===== src/rtl/core/ttps_ram.sv =====
// Generic simple dual-port RAM with one write port and one registered read port.
module ttps_ram #(
    parameter int WIDTH = 8,
    parameter int DEPTH = 16
) (
    input  logic                     clk,
    input  logic                     wr_en,
    input  logic [$clog2(DEPTH)-1:0] wr_addr,
    input  logic [WIDTH-1:0]         wr_data,
    input  logic                     rd_en,
    input  logic [$clog2(DEPTH)-1:0] rd_addr,
    output logic [WIDTH-1:0]         rd_data
);

    logic [WIDTH-1:0] mem [DEPTH];

    // Read data holds its value until the next read is issued.
    always_ff @(posedge clk)
    begin
        if (wr_en)
        begin
            mem[wr_addr] <= wr_data;
        end
        if (rd_en)
        begin
            rd_data <= mem[rd_addr];
        end
    end

endmodule


===== config.mk =====
export PLATFORM = sky130hd
export DESIGN_NAME = ttps_ram
export DESIGN_NICKNAME = d
export VERILOG_FILES = /design/src/rtl/core/ttps_ram.sv
export SDC_FILE = /design/constraint.sdc
export NUM_CORES = 1
export LEC_CHECK = 0
export BUFFER_PORTS_ARGS = -buffer_cell sky130_fd_sc_hd__buf_2
export CORE_ASPECT_RATIO = 1.1
export CORE_MARGIN = 8
export CORE_UTILIZATION = 40
export CTS_CLUSTER_DIAMETER = 200
export CTS_CLUSTER_SIZE = 30
export DETAILED_ROUTE_END_ITERATION = 10
export GPL_TIMING_DRIVEN = 0
export SYNTH_ARGS = -nofsm -noshare
export SYNTH_HDL_FRONTEND = slang
export SYNTH_SLANG_ARGS = --single-unit

===== constraint.sdc =====
create_clock -name clk -period 2.5 [get_ports clk]
set_clock_uncertainty 0.2 [all_clocks]
set_input_delay 0.125 -clock clk [delete_from_list [all_inputs] [get_ports clk]]
set_output_delay 0.125 -clock clk [all_outputs]
set_load 0.02 [all_outputs]

Yosys cells after proc, flatten, opt, wreduce, memory -nomap -nowiden
Memory sizes are Yosys's and may differ from the RTL's. A register that Yosys moved wholly into a read port is not among the register bits.
Index checks and enable logic that the tools add are counted.

word-level totals
  flip-flop bits (word level) = 0
  bits in latches = 0
  RAM bits = 128
  memory bits (read-only) = 0
  input port bits = 19
  output and inout port bits = 8
  logic and storage cells = 3
  memories = 1

cells by class
  $add $sub $neg = 0
  $mul = 0
  divide/modulo/power cells = 0
  $lt $le $gt $ge = 0
  eq/ne operators = 0
  shift operators = 0
  muxes and demuxes = 2
  bitwise logic cells = 0
  reduce and logical (&&, ||, !) cells = 0

memories
  name  words  bits a word  read ports  clocked after Yosys merged registers in  wr ports  RTL line  RTL
  mem   16     8            1           1                                        1         15        logic [WIDTH-1:0] mem [DEPTH];

operators by type and width
  kind     number
  $mux W1  2

Depth between registers and ports, before layout
  depth after elaboration = 2
  gate-level depth with buffers = 5
  gate-level depth less buffers = 3

Least setup slack after synthesis
Ideal clock, no wire load.

  path type = input port to flip-flop
  start = input port wr_addr[2]
  end = memory mem[0][0], enable pin
  library setup time = 0.383 ns
  arrival = 1.235 ns
  data required time = 1.917 ns
  path slack = 0.682 ns
  cell stages on the path = 2
  buffers on the path = 0
  cell sequence = or3b_2 -> nor3_1

RTL lines
  element             RTL line  RTL
  start: declaration  8         input logic [$clog2(DEPTH)-1:0] wr_addr,
  end: declaration    15

No word-level cell before the write port.

Worst setup path after layout
  start = input port wr_addr[2]
  end = memory mem[0][6], enable pin

No word-level cell before the write port.

==> impl_metrics.env <==
export IMPL_yosysUniqueCellTypes=18
export IMPL_swShare_pct=19.28
export IMPL_port_buffers=25
export IMPL_path_max_fanout=8
export IMPL_drt_iter0_drc=241
export IMPL_min_to="mem[12][3]$_DFFE_PP_"
export IMPL_p_int_mw=4.330
export IMPL_cp_arrival_ns=1.74
export IMPL_synthCells=229
export IMPL_combPwrFrac_pct=5.0
export IMPL_status="complete, no violations"
export IMPL_routed_wl_mm=10.40
export IMPL_yosys_warnings=0
export IMPL_synthToLayoutAreaGrowth_pct=19.41
export IMPL_dieHeight_um=135.9
export IMPL_critPathSlowestCell="nor3_1"
export IMPL_ys_seq_elements=136
export IMPL_num_io_pins=27
export IMPL_drv_cap=0
export IMPL_hold_path_depth=2
export IMPL_slew_headroom_pct=15.59
export IMPL_synthTopCellsByArea="edfxtp_1 78%, mux4_2 7.8%, mux4_1 7.0%"
export IMPL_min_from="wr_addr[0]"
export IMPL_startpoint_type="input port"
export IMPL_fillers=1096
export IMPL_cts_made_buffers=17
export IMPL_grt_max_degree=17
export IMPL_worstRegToRegCells=3
export IMPL_grt_pass1_vias=2580
export IMPL_start_util_pct=40.23
export IMPL_fp_coreArea_um2=12990
export IMPL_cts_resized_gates=0
export IMPL_tns_ns=0
export IMPL_r2r_start="mem[2][1]$_DFFE_PP_"
export IMPL_cts_post_setup_buffers_inserted=0
export IMPL_clock_fmax_ghz=0.5210
export IMPL_drive_gt1_share_pct=27.21
export IMPL_synth_edf_count=136
export IMPL_p_seq_share_pct=48.1
export IMPL_synthFlopType="edfxtp_1"
export IMPL_rsz0062_at_grt="no"
export IMPL_drtAntennaViolNets=0
export IMPL_power_density_nw_per_um2=859.4
export IMPL_clk_pin_slew_worst_paths_ns=0.06
export IMPL_max_stage_delay_ns=0.97
export IMPL_async_flop_share_pct=0
export IMPL_finalMaxSlewViolations=0
export IMPL_yosysTopAreaCell="edfxtp_1"
export IMPL_rr_endpoint="rd_data[1]$_DFFE_PP_"
export IMPL_finalPower_mw=5.365
export IMPL_setup_violations=0
export IMPL_peakVddDrop_mv=0.4055
export IMPL_clock_sinks=136
export IMPL_fp_dieW_um=125
export IMPL_setup_slack_ns=0.5808
export IMPL_routabilityCongestion=0.7774
export IMPL_end_kind="flip-flop"
export IMPL_power_leakage_nw=2.075
export IMPL_ys_top_cells_by_count="136 x edfxtp_1, 18 x mux4_2, 16 x a22oi_1, 14 x mux4_1, 13 x nor2_1"
export IMPL_reg2reg_slack_ns=0.66
export IMPL_crit_start="wr_addr[2]"
export IMPL_switchingPower_mw=1.034
export IMPL_timing_final_crit_period_ns=1.919
export IMPL_yosysMostFrequentCell="edfxtp_1"
export IMPL_hold_viol=0
export IMPL_path_class="input port to flip-flop"
export IMPL_synth_top_area_share_pct=78.12
export IMPL_cts_root_buf="clkbuf_16"
export IMPL_worst_pin_slew_ns=1.256
export IMPL_cts_tree="built"
export IMPL_syn_area_um2=5228
export IMPL_via_per_inst=5.466
export IMPL_hpwl_mm=6.731
export IMPL_wl_per_cell_um=22.87
export IMPL_vias=2487
export IMPL_cts_buffer_depth=2
export IMPL_cts_hold_buffers_added=9
export IMPL_crit_chain="buf_2 -> or3b_2 -> nor3_1"
export IMPL_place_ws_ns=0.1037
export IMPL_htree_levels=4
export IMPL_antenna_found_initial=0
export IMPL_drc=0
export IMPL_fin_nets=301
export IMPL_syn_num_nets=248
export IMPL_grtUsageTotal_pct=13.22
export IMPL_firstDrtPassIters=4
export IMPL_final_period_utilization_pct=76.77
export IMPL_yosysSeqAreaShare_pct=78.12
export IMPL_clkPwrFrac_pct=46.9
export IMPL_grt_overflow=0
export IMPL_dieArea_um2=16990
export IMPL_hp_class="input port to flip-flop"
export IMPL_avgSynthCellArea_um2=22.83
export IMPL_n_antenna_cell=0
export IMPL_grt_pass1_wl_mm=15.82
export IMPL_required_ns=2.32
export IMPL_core_rowCount=44
export IMPL_clk_latency_ns=0.41
## final cells by class
class | count | area, µm² | area share, %
sequential | 136 | 4084 | 65.42
timing repair buffer | 34 | 215.2 | 3.448
clock inverter | 10 | 152.6 | 2.445
buffer | 10 | 86.33 | 1.383
clock buffer | 21 | 440.4 | 7.056
tap | 161 | 201.4 | 3.227
multi-input combinational | 83 | 1062 | 17.02
## worst max path at each step
| stage | slack, ns | to |
|---|---|---|
| final | 0.58 | mem[0][6]$_DFFE_PP_ |
| after global routing | 0.47 | mem[0][6]$_DFFE_PP_ |
| after CTS | 0.55 | mem[0][6]$_DFFE_PP_ |
| after detailed placement | 0.10 | mem[0][3]$_DFFE_PP_ |
| after global placement | 0.07 | mem[0][4]$_DFFE_PP_ |
| after floorplan | 0.68 | mem[0][0]$_DFFE_PP_ |
## worst max-delay path: cells and delay by family
kind | cells | cell delay (ns)
buf+inv | 1 | 0.11
simple gates | 2 | 1.49
## through the flow
stage               hold WS, ns  utilization (%)  area (µm²)  std cells
floorplan               0.02387                -        5228        229
global placement         0.2603            42.75        5554        415
detailed placement       0.2730            42.75        5554        415
CTS                     0.09565            48.01        6237        455
global route            0.04845            48.05        6242        455
finish                  0.04718            48.05        6242        455
## per-layer routing
metal	track usage (%)	share of wire (%)
met4	6.229	1.6
met1	16.37	42
met2	20.99	49
met5	0	0
met3	4.041	7.1
## registers in the layout, indices dropped and copies added, names as in the netlist
register and count:
mem 128, rd_data 8
## power by group through the flow
stage          logic [mW]  clock network, mW  registers (mW)
2_1_floorplan       0.130                  0            2.64
3_3_place_gp        0.254                  0            2.62
3_5_place_dp        0.259                  0            2.63
4_1_cts             0.271               2.55            2.58
5_1_grt             0.288               2.65            2.59
6_report            0.266               2.52            2.58
## logic make-up after synthesis
kind of cell	Yosys count	share of synthesized area (%)
compound gates	16	2.298
buf+inv	10	1.651
flops	136	78.12
mux	32	14.79
simple gates	35	3.136
## cell usage in the layout, fill, tap and decap left out, types with 3 or more instances in the layout
cell,synthesis,final
clkbuf_1,0,4
buf_6,3,3
edfxtp_1,136,136
clkbuf_16,0,17
mux4_1,14,14
nor2_1,13,13
nor3_1,4,3
mux4_2,18,18
buf_2,3,28
dlygate4sd3_1,0,9
nand2_1,9,9
clkdlybuf4s25_2,3,3
bufinv_16,0,4
a22oi_1,16,16
Note: power is estimated with default switching activity, not from simulation.
